$ cat config.mk
export PLATFORM = sky130hd
export DESIGN_NAME = linear_interp_resampler_flat
export DESIGN_NICKNAME = d
export VERILOG_FILES = /design/src/hdl/lrs_pkg.sv /design/src/hdl/lrs_in_if.sv /design/src/hdl/lrs_out_if.sv /design/src/hdl/linear_interp_resampler.sv /design/src/hdl/lrs_serial_lerp.sv /design/src/flat_wrapper.sv
export SDC_FILE = /design/constraint.sdc
export NUM_CORES = 1
export LEC_CHECK = 0
export ABC_AREA = 1
export BUFFER_PORTS_ARGS = -buffer_cell sky130_fd_sc_hd__buf_2
export CELL_PAD_IN_SITES_DETAIL_PLACEMENT = 1
export CELL_PAD_IN_SITES_GLOBAL_PLACEMENT = 1
export CORE_MARGIN = 4
export CORE_UTILIZATION = 46
export CTS_CLUSTER_SIZE = 40
export DETAILED_ROUTE_END_ITERATION = 8
export PLACE_DENSITY = 0.92
export SYNTH_ARGS = -nofsm -noshare
export SYNTH_HDL_FRONTEND = slang
export SYNTH_SLANG_ARGS = --single-unit
$ cat constraint.sdc
create_clock -name clk -period 4.5 [get_ports clk]
set_input_delay 0.45 -clock clk [delete_from_list [all_inputs] [get_ports clk]]
set_output_delay 0.45 -clock clk [all_outputs]
set_load 0.005 [all_outputs]
$ cat src/hdl/lrs_pkg.sv
// ----------------------------------------------------------------------------
// lrs_pkg
// Types and constants shared by the linear interpolation resampler.
// ----------------------------------------------------------------------------
`default_nettype none

package lrs_pkg;

  localparam int SAMPLE_W = 16;
  localparam int STEP_W   = 32;
  localparam int FRAC_W   = 24;
  // position carries one extra bit: a run can end just past 2^32
  localparam int POS_W    = STEP_W + 1;
  localparam int INT_W    = POS_W - FRAC_W;
  localparam int DIFF_W   = SAMPLE_W + 1;
  localparam int ACC_W    = SAMPLE_W + 2;
  localparam int CNT_W    = $clog2(FRAC_W);
  localparam int CFG_DATA_W = 32;
  localparam int CFG_IDX_W  = 1;
  localparam int CHCNT_W    = 2;

  localparam logic [STEP_W-1:0]    STEP_RESET   = 32'h0100_0000;
  localparam logic [STEP_W-1:0]    MIN_STEP     = 32'h0004_0000;
  localparam logic [CHCNT_W-1:0]   CHCNT_RESET  = 2'd2;
  localparam logic [CHCNT_W-1:0]   CH_MONO      = 2'd1;
  localparam logic [CFG_IDX_W-1:0] REG_STEP_RATIO = 1'd0;
  localparam logic [CFG_IDX_W-1:0] REG_NUM_CHANS  = 1'd1;

  typedef logic signed [SAMPLE_W-1:0] sample_t;

  // control of the serial multiply-interpolate units
  typedef struct packed {
    logic load;     // capture difference, clear accumulator
    logic shift;    // consume one multiplier bit
    logic mul_bit;  // current fraction bit, LSB first
  } lrs_mul_ctrl_t;

endpackage : lrs_pkg

`default_nettype wire

$ cat src/hdl/lrs_in_if.sv
// ----------------------------------------------------------------------------
// lrs_in_if
// Source frame channel: valid/ready with one stereo frame per transaction.
// ----------------------------------------------------------------------------
`default_nettype none

interface lrs_in_if;
  import lrs_pkg::*;

  logic    valid;
  logic    ready;
  sample_t sample_ch0;
  sample_t sample_ch1;

  modport source (output valid, output sample_ch0, output sample_ch1, input ready);
  modport sink   (input valid, input sample_ch0, input sample_ch1, output ready);
endinterface : lrs_in_if

`default_nettype wire

$ cat src/hdl/lrs_out_if.sv
// ----------------------------------------------------------------------------
// lrs_out_if
// Result channel: valid/ready with one interpolated frame per transaction.
// ----------------------------------------------------------------------------
`default_nettype none

interface lrs_out_if;
  import lrs_pkg::*;

  logic    valid;
  logic    ready;
  sample_t out_ch0;
  sample_t out_ch1;
  logic    nonsilent;
  logic    last;

  modport source (output valid, output out_ch0, output out_ch1, output nonsilent,
                  output last, input ready);
  modport sink   (input valid, input out_ch0, input out_ch1, input nonsilent,
                  input last, output ready);
endinterface : lrs_out_if

`default_nettype wire

$ cat src/hdl/linear_interp_resampler.sv
// ----------------------------------------------------------------------------
// linear_interp_resampler
// Stereo linear-interpolation sample rate converter with a Q9.24 phase
// accumulator and bit-serial interpolation.
// ----------------------------------------------------------------------------
//  Channel     Direction  Transaction
//  in_frame    sink       one source frame (sample_ch0, sample_ch1)
//  out_result  source     one output frame (out_ch0, out_ch1, nonsilent, last)
//  cfg_*       write      step ratio (index 0), active channels (index 1)
//
//  Each result passes a load step, then the serial multiplier, one bit
//  of the Q9.24 position's fraction per cycle, then an issue step.
//  A frame yields up to 64 results.
//  Reset is synchronous; the first frame after reset only primes the state.
//  A stalled result holds the issue step; the next frame is taken while the
//  last result of the previous frame still waits in the output register.
// ----------------------------------------------------------------------------
`default_nettype none

module linear_interp_resampler (
  input  wire                             clk,
  input  wire                             rst_n,
  lrs_in_if.sink                          in_frame,
  lrs_out_if.source                       out_result,
  input  wire                             cfg_we,
  input  wire [lrs_pkg::CFG_IDX_W-1:0]    cfg_index,
  input  wire [lrs_pkg::CFG_DATA_W-1:0]   cfg_wdata
);
  import lrs_pkg::*;

  localparam logic [1:0] S_IDLE = 2'd0;
  localparam logic [1:0] S_LOAD = 2'd1;
  localparam logic [1:0] S_MUL  = 2'd2;
  localparam logic [1:0] S_DONE = 2'd3;

  logic [1:0]          state_r, state_nxt;
  logic [STEP_W-1:0]   step_ratio_r;
  logic [CHCNT_W-1:0]  chcnt_r;
  logic                primed_r;
  logic [POS_W-1:0]    pos_r;
  sample_t             prev0_r, prev1_r;
  sample_t             new0_r, new1_r;
  logic [FRAC_W-1:0]   frac_sr_r;
  logic [CNT_W-1:0]    bit_cnt_r;

  logic                out_valid_r;
  sample_t             out_ch0_r, out_ch1_r;
  logic                nonsilent_r, last_r;

  logic [STEP_W-1:0]   step_eff;
  logic [POS_W-1:0]    pos_sum;
  logic [POS_W-1:0]    pos_sum_wrap;
  logic [POS_W-1:0]    pos_wrap;
  logic                crosses;
  logic                in_fire;
  logic                issue;
  logic                mono;
  lrs_mul_ctrl_t       mul_ctrl;
  sample_t             res0, res1, res1_sel;

  // configuration
  always_ff @(posedge clk) begin
    if (!rst_n) begin
      step_ratio_r <= STEP_RESET;
      chcnt_r      <= CHCNT_RESET;
    end else if (cfg_we) begin
      unique case (cfg_index)
        REG_STEP_RATIO: step_ratio_r <= cfg_wdata[STEP_W-1:0];
        REG_NUM_CHANS:  chcnt_r      <= cfg_wdata[CHCNT_W-1:0];
        default: ;
      endcase
    end
  end

  assign step_eff     = (step_ratio_r < MIN_STEP) ? MIN_STEP : step_ratio_r;
  assign pos_sum      = pos_r + POS_W'(step_eff);
  assign crosses      = (pos_sum[POS_W-1:FRAC_W] != '0);
  // subtracting 1.0 touches the integer part only
  assign pos_sum_wrap = {pos_sum[POS_W-1:FRAC_W] - INT_W'(1), pos_sum[FRAC_W-1:0]};
  assign pos_wrap     = {pos_r[POS_W-1:FRAC_W] - INT_W'(1), pos_r[FRAC_W-1:0]};
  assign mono         = (chcnt_r == CH_MONO);

  assign in_frame.ready = (state_r == S_IDLE);
  assign in_fire        = in_frame.valid && in_frame.ready;
  assign issue          = (state_r == S_DONE) && (!out_valid_r || out_result.ready);

  always_comb begin
    mul_ctrl.load    = (state_r == S_LOAD);
    mul_ctrl.shift   = (state_r == S_MUL);
    mul_ctrl.mul_bit = frac_sr_r[0];
  end

  lrs_serial_lerp u_lerp_ch0 (
    .clk      (clk),
    .ctrl     (mul_ctrl),
    .prev_i   (prev0_r),
    .next_i   (new0_r),
    .result_o (res0)
  );

  lrs_serial_lerp u_lerp_ch1 (
    .clk      (clk),
    .ctrl     (mul_ctrl),
    .prev_i   (prev1_r),
    .next_i   (new1_r),
    .result_o (res1)
  );

  assign res1_sel = mono ? '0 : res1;

  // sequencer
  always_comb begin
    state_nxt = state_r;
    unique case (state_r)
      S_IDLE: begin
        if (in_fire && primed_r && (pos_r[POS_W-1:FRAC_W] == '0)) state_nxt = S_LOAD;
      end
      S_LOAD: state_nxt = S_MUL;
      S_MUL: begin
        if (bit_cnt_r == CNT_W'(FRAC_W - 1)) state_nxt = S_DONE;
      end
      S_DONE: begin
        if (issue) state_nxt = crosses ? S_IDLE : S_LOAD;
      end
      default: state_nxt = S_IDLE;
    endcase
  end

  always_ff @(posedge clk) begin
    if (!rst_n) begin
      state_r  <= S_IDLE;
      primed_r <= 1'b0;
      pos_r    <= '0;
      prev0_r  <= '0;
      prev1_r  <= '0;
    end else begin
      state_r <= state_nxt;
      if (in_fire) begin
        if (!primed_r) begin
          prev0_r  <= in_frame.sample_ch0;
          prev1_r  <= in_frame.sample_ch1;
          pos_r    <= '0;
          primed_r <= 1'b1;
        end else if (pos_r[POS_W-1:FRAC_W] != '0) begin
          // frame yields nothing
          prev0_r <= in_frame.sample_ch0;
          prev1_r <= in_frame.sample_ch1;
          pos_r   <= pos_wrap;
        end
      end
      if (issue) begin
        if (crosses) begin
          pos_r   <= pos_sum_wrap;
          prev0_r <= new0_r;
          prev1_r <= new1_r;
        end else begin
          pos_r   <= pos_sum;
        end
      end
    end
  end

  // frame capture and fraction shift register
  always_ff @(posedge clk) begin
    if (in_fire) begin
      new0_r <= in_frame.sample_ch0;
      new1_r <= in_frame.sample_ch1;
    end
    if (state_r == S_LOAD) begin
      frac_sr_r <= pos_r[FRAC_W-1:0];
      bit_cnt_r <= '0;
    end else if (state_r == S_MUL) begin
      frac_sr_r <= frac_sr_r >> 1;
      bit_cnt_r <= bit_cnt_r + CNT_W'(1);
    end
  end

  // output register
  always_ff @(posedge clk) begin
    if (!rst_n) begin
      out_valid_r <= 1'b0;
    end else if (issue) begin
      out_valid_r <= 1'b1;
    end else if (out_result.ready) begin
      out_valid_r <= 1'b0;
    end
  end

  always_ff @(posedge clk) begin
    if (issue) begin
      out_ch0_r   <= res0;
      out_ch1_r   <= res1_sel;
      nonsilent_r <= (res0 != '0) || (res1_sel != '0);
      last_r      <= crosses;
    end
  end

  assign out_result.valid     = out_valid_r;
  assign out_result.out_ch0   = out_ch0_r;
  assign out_result.out_ch1   = out_ch1_r;
  assign out_result.nonsilent = nonsilent_r;
  assign out_result.last      = last_r;

  // checks
  a_pos_fits: assert property (@(posedge clk) disable iff (!rst_n)
    (state_r == S_IDLE) |-> !pos_r[POS_W-1])
    else $error("phase position exceeds 32 bits between frames");

  a_bit_cnt_range: assert property (@(posedge clk) disable iff (!rst_n)
    (state_r == S_MUL) |-> (bit_cnt_r < CNT_W'(FRAC_W)))
    else $error("serial multiply bit count out of range");

  a_last_ends_run: assert property (@(posedge clk) disable iff (!rst_n)
    (issue && crosses) |=> (state_r == S_IDLE) && out_result.last)
    else $error("final result of a frame did not return to idle");

  a_run_below_one: assert property (@(posedge clk) disable iff (!rst_n)
    (state_r == S_LOAD) |-> (pos_r[POS_W-1:FRAC_W] == '0))
    else $error("interpolation started with position at or above 1.0");

endmodule : linear_interp_resampler

`default_nettype wire

$ cat src/hdl/lrs_serial_lerp.sv
// ----------------------------------------------------------------------------
// lrs_serial_lerp
// Bit-serial interpolator: prev + floor((next - prev) * frac / 2^24),
// one fraction bit per cycle, LSB first.
// ----------------------------------------------------------------------------
`default_nettype none

module lrs_serial_lerp (
  input  wire                         clk,
  input  wire lrs_pkg::lrs_mul_ctrl_t ctrl,
  input  wire lrs_pkg::sample_t       prev_i,
  input  wire lrs_pkg::sample_t       next_i,
  output lrs_pkg::sample_t            result_o
);
  import lrs_pkg::*;

  logic signed [DIFF_W-1:0] diff_r;
  logic signed [ACC_W-1:0]  acc_r;
  logic signed [ACC_W-1:0]  acc_nxt;
  logic signed [ACC_W-1:0]  addend;
  logic signed [ACC_W-1:0]  sum;
  logic signed [ACC_W-1:0]  res_full;

  // acc holds floor(partial product / 2^k); flooring at each step equals
  // flooring the full product once
  always_comb begin
    addend  = ctrl.mul_bit ? ACC_W'(diff_r) : '0;
    sum     = acc_r + addend;
    acc_nxt = sum >>> 1;
  end

  always_ff @(posedge clk) begin
    if (ctrl.load) begin
      diff_r <= DIFF_W'(next_i) - DIFF_W'(prev_i);
      acc_r  <= '0;
    end else if (ctrl.shift) begin
      acc_r  <= acc_nxt;
    end
  end

  // result lies between the two samples, so the low bits are exact
  assign res_full = ACC_W'(prev_i) + acc_r;
  assign result_o = res_full[SAMPLE_W-1:0];

endmodule : lrs_serial_lerp

`default_nettype wire
$ cat src/flat_wrapper.sv
// flat-port wrapper written by rule: the top's interface ports become plain ports
module linear_interp_resampler_flat import lrs_pkg::*;
  (clk, rst_n, cfg_we, cfg_index, cfg_wdata, in_frame_valid, in_frame_sample_ch0, in_frame_sample_ch1, in_frame_ready, out_result_valid, out_result_out_ch0, out_result_out_ch1, out_result_nonsilent, out_result_last, out_result_ready);
  lrs_in_if in_frame_i ();
  lrs_out_if out_result_i ();
  input  wire clk;
  input  wire rst_n;
  input  wire cfg_we;
  input  wire [lrs_pkg::CFG_IDX_W-1:0] cfg_index;
  input  wire [lrs_pkg::CFG_DATA_W-1:0] cfg_wdata;
  input wire logic [$bits(in_frame_i.valid)-1:0] in_frame_valid;
  input wire logic [$bits(in_frame_i.sample_ch0)-1:0] in_frame_sample_ch0;
  input wire logic [$bits(in_frame_i.sample_ch1)-1:0] in_frame_sample_ch1;
  output wire logic [$bits(in_frame_i.ready)-1:0] in_frame_ready;
  output wire logic [$bits(out_result_i.valid)-1:0] out_result_valid;
  output wire logic [$bits(out_result_i.out_ch0)-1:0] out_result_out_ch0;
  output wire logic [$bits(out_result_i.out_ch1)-1:0] out_result_out_ch1;
  output wire logic [$bits(out_result_i.nonsilent)-1:0] out_result_nonsilent;
  output wire logic [$bits(out_result_i.last)-1:0] out_result_last;
  input wire logic [$bits(out_result_i.ready)-1:0] out_result_ready;
  assign in_frame_i.valid = in_frame_valid;
  assign in_frame_i.sample_ch0 = in_frame_sample_ch0;
  assign in_frame_i.sample_ch1 = in_frame_sample_ch1;
  assign in_frame_ready = in_frame_i.ready;
  assign out_result_valid = out_result_i.valid;
  assign out_result_out_ch0 = out_result_i.out_ch0;
  assign out_result_out_ch1 = out_result_i.out_ch1;
  assign out_result_nonsilent = out_result_i.nonsilent;
  assign out_result_last = out_result_i.last;
  assign out_result_i.ready = out_result_ready;
  linear_interp_resampler u_core (.clk(clk), .rst_n(rst_n), .in_frame(in_frame_i), .out_result(out_result_i), .cfg_we(cfg_we), .cfg_index(cfg_index), .cfg_wdata(cfg_wdata));
endmodule
# --- Yosys cells after proc, flatten, opt, wreduce, memory -nomap -nowiden ---
# Index checks and enable logic that the tools add are counted.
totals:
  reg_bits: 266
  inputBits: 70
  elab_cells: 92
classes:
  addsub: 10
  magnitude_cmp: 1
  n_eq_ne: 10
  n_mux: 28
  bitwise: 1
  n_reduce_logical: 21
ops:
  columns: ["operator", "n"]
  rows:
  - ["two-way mux 16 bit", 11]
  - ["two-way mux 33 bit", 5]
  - ["two-way mux 24 bit", 2]
  - ["adder 17 x 18 -> 18 bit", 2]
  - ["two-way mux 18 bit", 2]
  - ["subtractor 16 x 16 -> 17 bit", 2]
  - ["adder 33 x 32 -> 33 bit", 1]
  - ["adder 16 bit", 2]
  - ["less-than comparator 32 x 19 -> 1 bit, second input constant", 1]
  - ["two-way mux 32 bit", 1]
  - ["nonzero test 16 bit", 2]
  - ["nonzero test 9 bit", 2]
  - ["subtractor 9 x 1 -> 9 bit, second input constant", 2]
  - ["logical NOT 9 bit", 1]
  - ["case mux 2 bit (4 select lines)", 1]
  - ["AND reduction 2 bit", 4]
  - ["two-way mux 2 bit", 3]
  - ["!= test 2 bit, second input constant", 3]
  - ["nonzero test 2 bit", 3]
  - ["adder 5 x 1 -> 5 bit, second input constant", 1]
  - ["== test 5 bit, second input constant", 1]
  - ["== test 2 x 1 -> 1 bit, second input constant", 2]
  - ["== test 2 bit, second input constant", 2]
  - ["logical AND 1 bit", 4]
  - ["8 further kinds", 11]

# --- Longest topological paths before layout ---
logic_depth:
  word_depth: 7
  depth_mapped: 29
  mapped_depth_nobuf: 27

# --- By module ---
# Synthesis repeated with hierarchy kept, for this count alone.
unflattened:
  hier_cells: 2626
  area_unflattened_um2: 18331.3
by_module_without_submodules:
  columns: ["mod", "n_inst", "cells_each", "area_per_inst_um2", "seq_area_each_um2"]
  rows:
  - ["linear_interp_resampler", 1, 1431, 10631.4, 4864.7]
  - ["lrs_serial_lerp (u_core.u_lerp_ch0)", 1, 598, 3853.7, 850.8]
  - ["lrs_serial_lerp (u_core.u_lerp_ch1)", 1, 597, 3846.2, 850.8]

# --- Least setup slack after synthesis ---
# Ideal clock, no wire load.
synth_path:
  kind: "register to register"
  startpoint: "reg u_core.step_ratio_r[20]"
  endpoint: "reg u_core.prev0_r[10]"
  arrival_ps: 3461
  required_time_ps: 4387
  path_slack_ps: 926
  path_stages_with_launch: 30
  period_less_slack_ps: 3574
  path_cell_list: "dfxtp_1 or4_1 nor3_1 nand2_1 clkinv_1 clkbuf_1 nor2_1 ha_1 inv_1 fa_1 inv_1 nand2_1 nor2_1 nor2_2 inv_2 nand2_1 nand2_1 nand2_2 nand3_2 nand2_1 nand2_1 nor2_2 nand2_2 inv_2 nand3_4 nand2_8 buf_6 nand2_1 nand2_1 nor2_1"
synth_via:
  elab_chain_cells: 6
synth_rtl:
  columns: ["item", "line", "text"]
  rows:
  - ["start: declaration", "linear_interp_resampler.sv:37", "logic [STEP_W-1:0] step_ratio_r;"]
  - ["start signal: assignment", "linear_interp_resampler.sv:68", "REG_STEP_RATIO: step_ratio_r <= cfg_wdata[STEP_W-1:0];"]
  - ["less-than comparator 32 x 19 -> 1 bit", "linear_interp_resampler.sv:75", "assign step_eff = (step_ratio_r < MIN_STEP) ? MIN_STEP : step_ratio_r;"]
  - ["two-way mux 32 bit *", "linear_interp_resampler.sv:75", null]
  - ["adder 33 x 32 -> 33 bit *", "linear_interp_resampler.sv:76", "assign pos_sum = pos_r + POS_W'(step_eff);"]
  - ["nonzero test 9 bit *", "linear_interp_resampler.sv:77", "assign crosses = (pos_sum[POS_W-1:FRAC_W] != '0);"]
  - ["named net u_core.crosses", "linear_interp_resampler.sv:54", "logic crosses;"]
  - ["two-way mux 16 bit *", "linear_interp_resampler.sv:152", "if (crosses) begin"]
  - ["two-way mux 16 bit *", "linear_interp_resampler.sv:151", "if (issue) begin"]
  - ["end signal: assignment", "linear_interp_resampler.sv:140", "prev0_r <= in_frame.sample_ch0;"]
  - ["end signal: assignment", "linear_interp_resampler.sv:146", "prev0_r <= in_frame.sample_ch0;"]
  - ["end signal: assignment", "linear_interp_resampler.sv:154", "prev0_r <= new0_r;"]
  - ["end: declaration", "linear_interp_resampler.sv:41", "sample_t prev0_r, prev1_r;"]
# Mark *: on every way through the listed nets, which the timed path passes. The rest lies on a longest branch.
# A chain may end at the register's enable or synchronous reset.

# --- Worst setup path in the final report ---
layout_path:
  startpoint: "reg u_core.step_ratio_r[20]"
  endpoint: "reg u_core.prev0_r[11]"
# Same word-level chain as after synthesis.

==> summary by stage <==
Run status
The flow ran to the end, and the final reports show no timing, DRC or antenna violations.

Drt
The count of nets left with antenna violations after detail routing is 0. The routed length per instance is 19.6 um. The post-route DRC violation count is 0. After detailed routing, the met2 layer carries 28,600 um of wire. The uppermost layer routed is met5.

The number of vias in the routed layout is 16,400. After detailed routing, the total wire length is 56,800 um. The met3 wirelength from detailed routing is 2730 um.

In the final routing, the length of wire on met1 measures 22,800 um. The number of DRC markers in iteration 0 is 970. After detailed routing, the number of vias per cell comes to 5.65.

The first detailed-routing pass took 5 iterations.

Layout
Once layout is complete, the utilization of the core stands at 52.4%. The repair_antennas step left the layout with diodes totalling 0. The total of fill cells in the finished design is 4,589. The layout cell share with drive strength beyond 1 is 9.43%.

The net total in the final layout is 2,613. The area growth from synthesis to layout is 12.4%.

Timing
For the final database, setup skew stands at 0.0278 ns. The transition time at the pin with the least slew margin is 1.12 ns. Measured against its own limit, the worst slew margin works out to 25.4%. The final critical path time including I/O delays and setup is 4.10 ns. Setup repair after global routing left no endpoint under its margin. The worst-case setup margin in the final layout is 0.396 ns. The total count of hold-check failures in the final report is 0.

The count of final max-slew check failures is 0. Based on the critical path, the design can be clocked at up to 0.244 GHz. The final cycle utilization of the critical path is 91.2%. The setup TNS is 0 ns. The final setup violation count is 0.

Place
Summed over all nets, the half-perimeter wirelength after detailed placement is 39,100 um. Before CTS, the worst setup slack after placement is 0.249 ns. The number of port buffers is 105.

The routability-driven placement congestion ratio is 0.940.

Clock network
The count of hold buffers inserted by post-cts repair is 0. The total number of H-tree levels is 1. TritonCTS built the clock tree. Clock latency on the worst-skew pair, taken at its later pin, is 0.61 ns. The root buffer cell is sky130_fd_sc_hd__clkbuf_16. The clock-pin slew reported for the worst setup and hold paths after clock tree synthesis is 0.06 ns. Clock tree synthesis found a total of 266 sinks. In this run the deepest clock path goes through 3 buffers. Counting the buffers created by CTS gives 31.

Synthesis
Sequential elements use 38.6% of the synthesized area. The fraction of registers with async set/reset is 0%. Yosys mapped a number of flops with a built-in enable equal to 124. The biggest area contributor in the post-synthesis netlist is sky130_fd_sc_hd__edfxtp_1.

After synthesis, the cell types taking the most area are sky130_fd_sc_hd__edfxtp_1, sky130_fd_sc_hd__dfxtp_1, sky130_fd_sc_hd__nand2_1. The count of mapped cells out of synthesis is 2,318. Yosys printed 0 warnings. The synthesized netlist occupies a cell area of 17,000 um2. The per-instance average area after synthesis is 7.34 um2. The most used flip-flop cell after synthesis is sky130_fd_sc_hd__dfxtp_1. The flop and latch count out of synthesis is 266. The unique cell type count in the Yosys netlist is 53. The number of nets handed over by synthesis was 2,527. Of the post-synthesis cell area, the dominant cell type holds 21.9%.

Worst setup path
The most used cell along the critical path is sky130_fd_sc_hd__nand2_1. The critical path data arrival time is 4.59 ns. The biggest cell delay along the critical path is 0.51 ns. The family with the most delay on the worst path is simple AND/OR/NAND/NOR gates. The kind of critical path is register to register. The highest-delay cell along the critical path is sky130_fd_sc_hd__or4_1. STA classifies the critical path endpoint as a register. In this run the worst path has a maximum fanout of 17. The critical path contains buffers and inverters numbering 7 combined. At the worst endpoint, the required time is 4.99 ns.

The critical path launch point type is a register.

Floorplanning
The initial standard-cell utilization of the core is 46.6%. The floorplan core area is 36,500 um2. The die covers 40,100 um2. The number of rows in the core area is 70. During I/O placement, the number of pins put on the boundary was 106. The die extent in y is 200 um.

The die is 200 um wide.

GRT
The first global-routing pass estimated 87,600 um of wire. The final global-route overflow total is 0. The number of antenna violations at the first check in global routing is 1. The number of global-route vias before repair was 17,100. Entering global routing, the biggest net connects 83 pins. Global routing consumed, over all layers together, 26.2% of the routing resources.

Power and ir drop
In this run the static leakage power is 9.44 nW. The internal power of the cells totals 0.00736 W. The power density of the placed cells is 697 nW/um2. The share of power burned in registers is 30.6%. The power spent charging and discharging nets is 0.00597 W. The share of total power in the clock network is 20.7%.

Overall power consumption after layout is estimated at 0.0133 W. IR analysis of the VDD net gives a maximum drop of 0.399 mV. The share of power burned in combinational logic is 48.7%. In this run switching power makes up 44.8% of total power.

Flow run
Across the run, the number of max-cap violations was 0.

Worst hold path
The min-delay analysis places its worst path in the category input port to register.
-- registers in the layout, summed over array words and instances (netlist names) --
name,flops
u_core.u_lerp_ch1.diff_r,17
u_core.frac_sr_r,24
u_core.bit_cnt_r,5
u_core.primed_r,1
u_core.out_result.nonsilent,1
u_core.out_result.valid,1
u_core.new1_r,16
u_core.out_result.out_ch1,16
u_core.u_lerp_ch0.diff_r,17
u_core.prev1_r,16
u_core.new0_r,16
u_core.chcnt_r,2
u_core.u_lerp_ch1.acc_r,17
u_core.pos_r,33
u_core.u_lerp_ch0.acc_r,17
u_core.state_r,2
u_core.out_result.last,1
u_core.step_ratio_r,32
u_core.prev0_r,16
u_core.out_result.out_ch0,16
-- Yosys cell counts (all sizes together) (3+ instances only) --
cell type,instances
nand2,591
o31ai,4
ha,132
a21boi,12
buf,14
nor3,16
a31o,5
a211oi,3
xnor2,23
o22ai,3
a21oi,208
nand3,109
nand4,14
edfxtp,124
a21o,4
nor2,274
nor3b,3
or2,11
nand3b,6
dfxtp,142
clkbuf,55
inv,307
xor2,36
nor4,3
fa,7
o21ai,178
o221ai,3
o21bai,6
o211ai,12
-- path summary, 6_finish.rpt --
path              cells past startpoint  slack (ns)                     from                      end
hold / removal                        1        0.03   in_frame_sample_ch0[0]         u_core.new0_r[0]
setup reg to reg                     29        0.40  u_core.step_ratio_r[20]       u_core.prev0_r[11]
hold reg to reg                       2        0.45  u_core.step_ratio_r[11]  u_core.step_ratio_r[11]
setup / recovery                     29        0.40  u_core.step_ratio_r[20]       u_core.prev0_r[11]
-- what timing repair did --
| item | 4_1_cts | 5_1_grt |
|---|---|---|
| gates resized for setup | 0 | 5 |
| buffers inserted | 0 | 1 |
| setup endpoints to repair | 0 | 32 |
-- per-stage QoR --
step / hold WS (ns) / area, um2 / instances
finish: 0.0344 / 19100 / 2897
global route: 0.0167 / 19100 / 2897
CTS: 0.00203 / 19000 / 2892
detailed placement: 0.449 / 17900 / 2834
global placement: 0.454 / 17900 / 2834
floorplan: 0.430 / 17000 / 2318
-- layout by cell type (no fill, tap or decap), types with 6 or more instances in the layout --
cell type and n:
sky130_fd_sc_hd__nand2_2 10, sky130_fd_sc_hd__clkinv_2 7, sky130_fd_sc_hd__nand3b_1 6, sky130_fd_sc_hd__clkbuf_8 7, sky130_fd_sc_hd__fa_1 7, sky130_fd_sc_hd__dfxtp_1 142, sky130_fd_sc_hd__nand4_1 14, sky130_fd_sc_hd__nand3_1 107
sky130_fd_sc_hd__o21ai_0 168, sky130_fd_sc_hd__a21oi_1 205, sky130_fd_sc_hd__a21boi_0 12, sky130_fd_sc_hd__xor2_1 35, sky130_fd_sc_hd__or2_2 11, sky130_fd_sc_hd__ha_1 131, sky130_fd_sc_hd__nor2_1 263, sky130_fd_sc_hd__nand2_1 580
sky130_fd_sc_hd__buf_2 105, sky130_fd_sc_hd__nor3_1 15, sky130_fd_sc_hd__o211ai_1 12, sky130_fd_sc_hd__buf_4 12, sky130_fd_sc_hd__o21bai_1 6, sky130_fd_sc_hd__inv_1 302, sky130_fd_sc_hd__xnor2_1 23, sky130_fd_sc_hd__edfxtp_1 124
sky130_fd_sc_hd__clkbuf_16 32, sky130_fd_sc_hd__nor2_2 8, sky130_fd_sc_hd__o21ai_1 10
-- cells by family (layout without fill, tap and decap cells) --
| logic type | after synthesis | count (layout) | synth area share (%) |
|---|---|---|---|
| AO/OA/AOI/OAI | 445 | 445 | 14.1 |
| XOR/XNOR | 59 | 59 | 3.08 |
| adder cells (fa/ha/maj) | 139 | 139 | 10.5 |
| buffers and inverters | 378 | 485 | 8.70 |
| flip-flops | 266 | 266 | 38.6 |
| multiplexers | 2 | 2 | 0.118 |
| AND/OR/NAND/NOR | 1029 | 1033 | 24.9 |
-- final cells by class --
class / instances / area, um2 / area share (%)
Multi-Input combinational cell: 1678 / 9070 / 47.4
Sequential cell: 266 / 6570 / 34.3
Inverter: 309 / 1160 / 6.06
Clock buffer: 44 / 916 / 4.79
Clock inverter: 14 / 190 / 0.994
Timing Repair Buffer: 118 / 636 / 3.32
Tap cell: 468 / 586 / 3.06
-- per-layer routing --
layer | GRT usage [%] | vias up
met5 | 0 | -
li1 | - | 7762
met3 | 3.35 | 189
met4 | 10.1 | 2
met1 | 31.2 | 7938
met2 | 48.2 | 480
-- power by group through the flow --
stage,registers [W],clock network (W),logic (W)
finish,0.00408,0.00276,0.00649
global route,0.00413,0.00290,0.00726
CTS,0.00405,0.00279,0.00635
detailed placement,0.00408,0,0.00612
global placement,0.00403,0,0.00567
floorplan,0.00387,0,0.00456
Power figures use the tool's default switching activity.
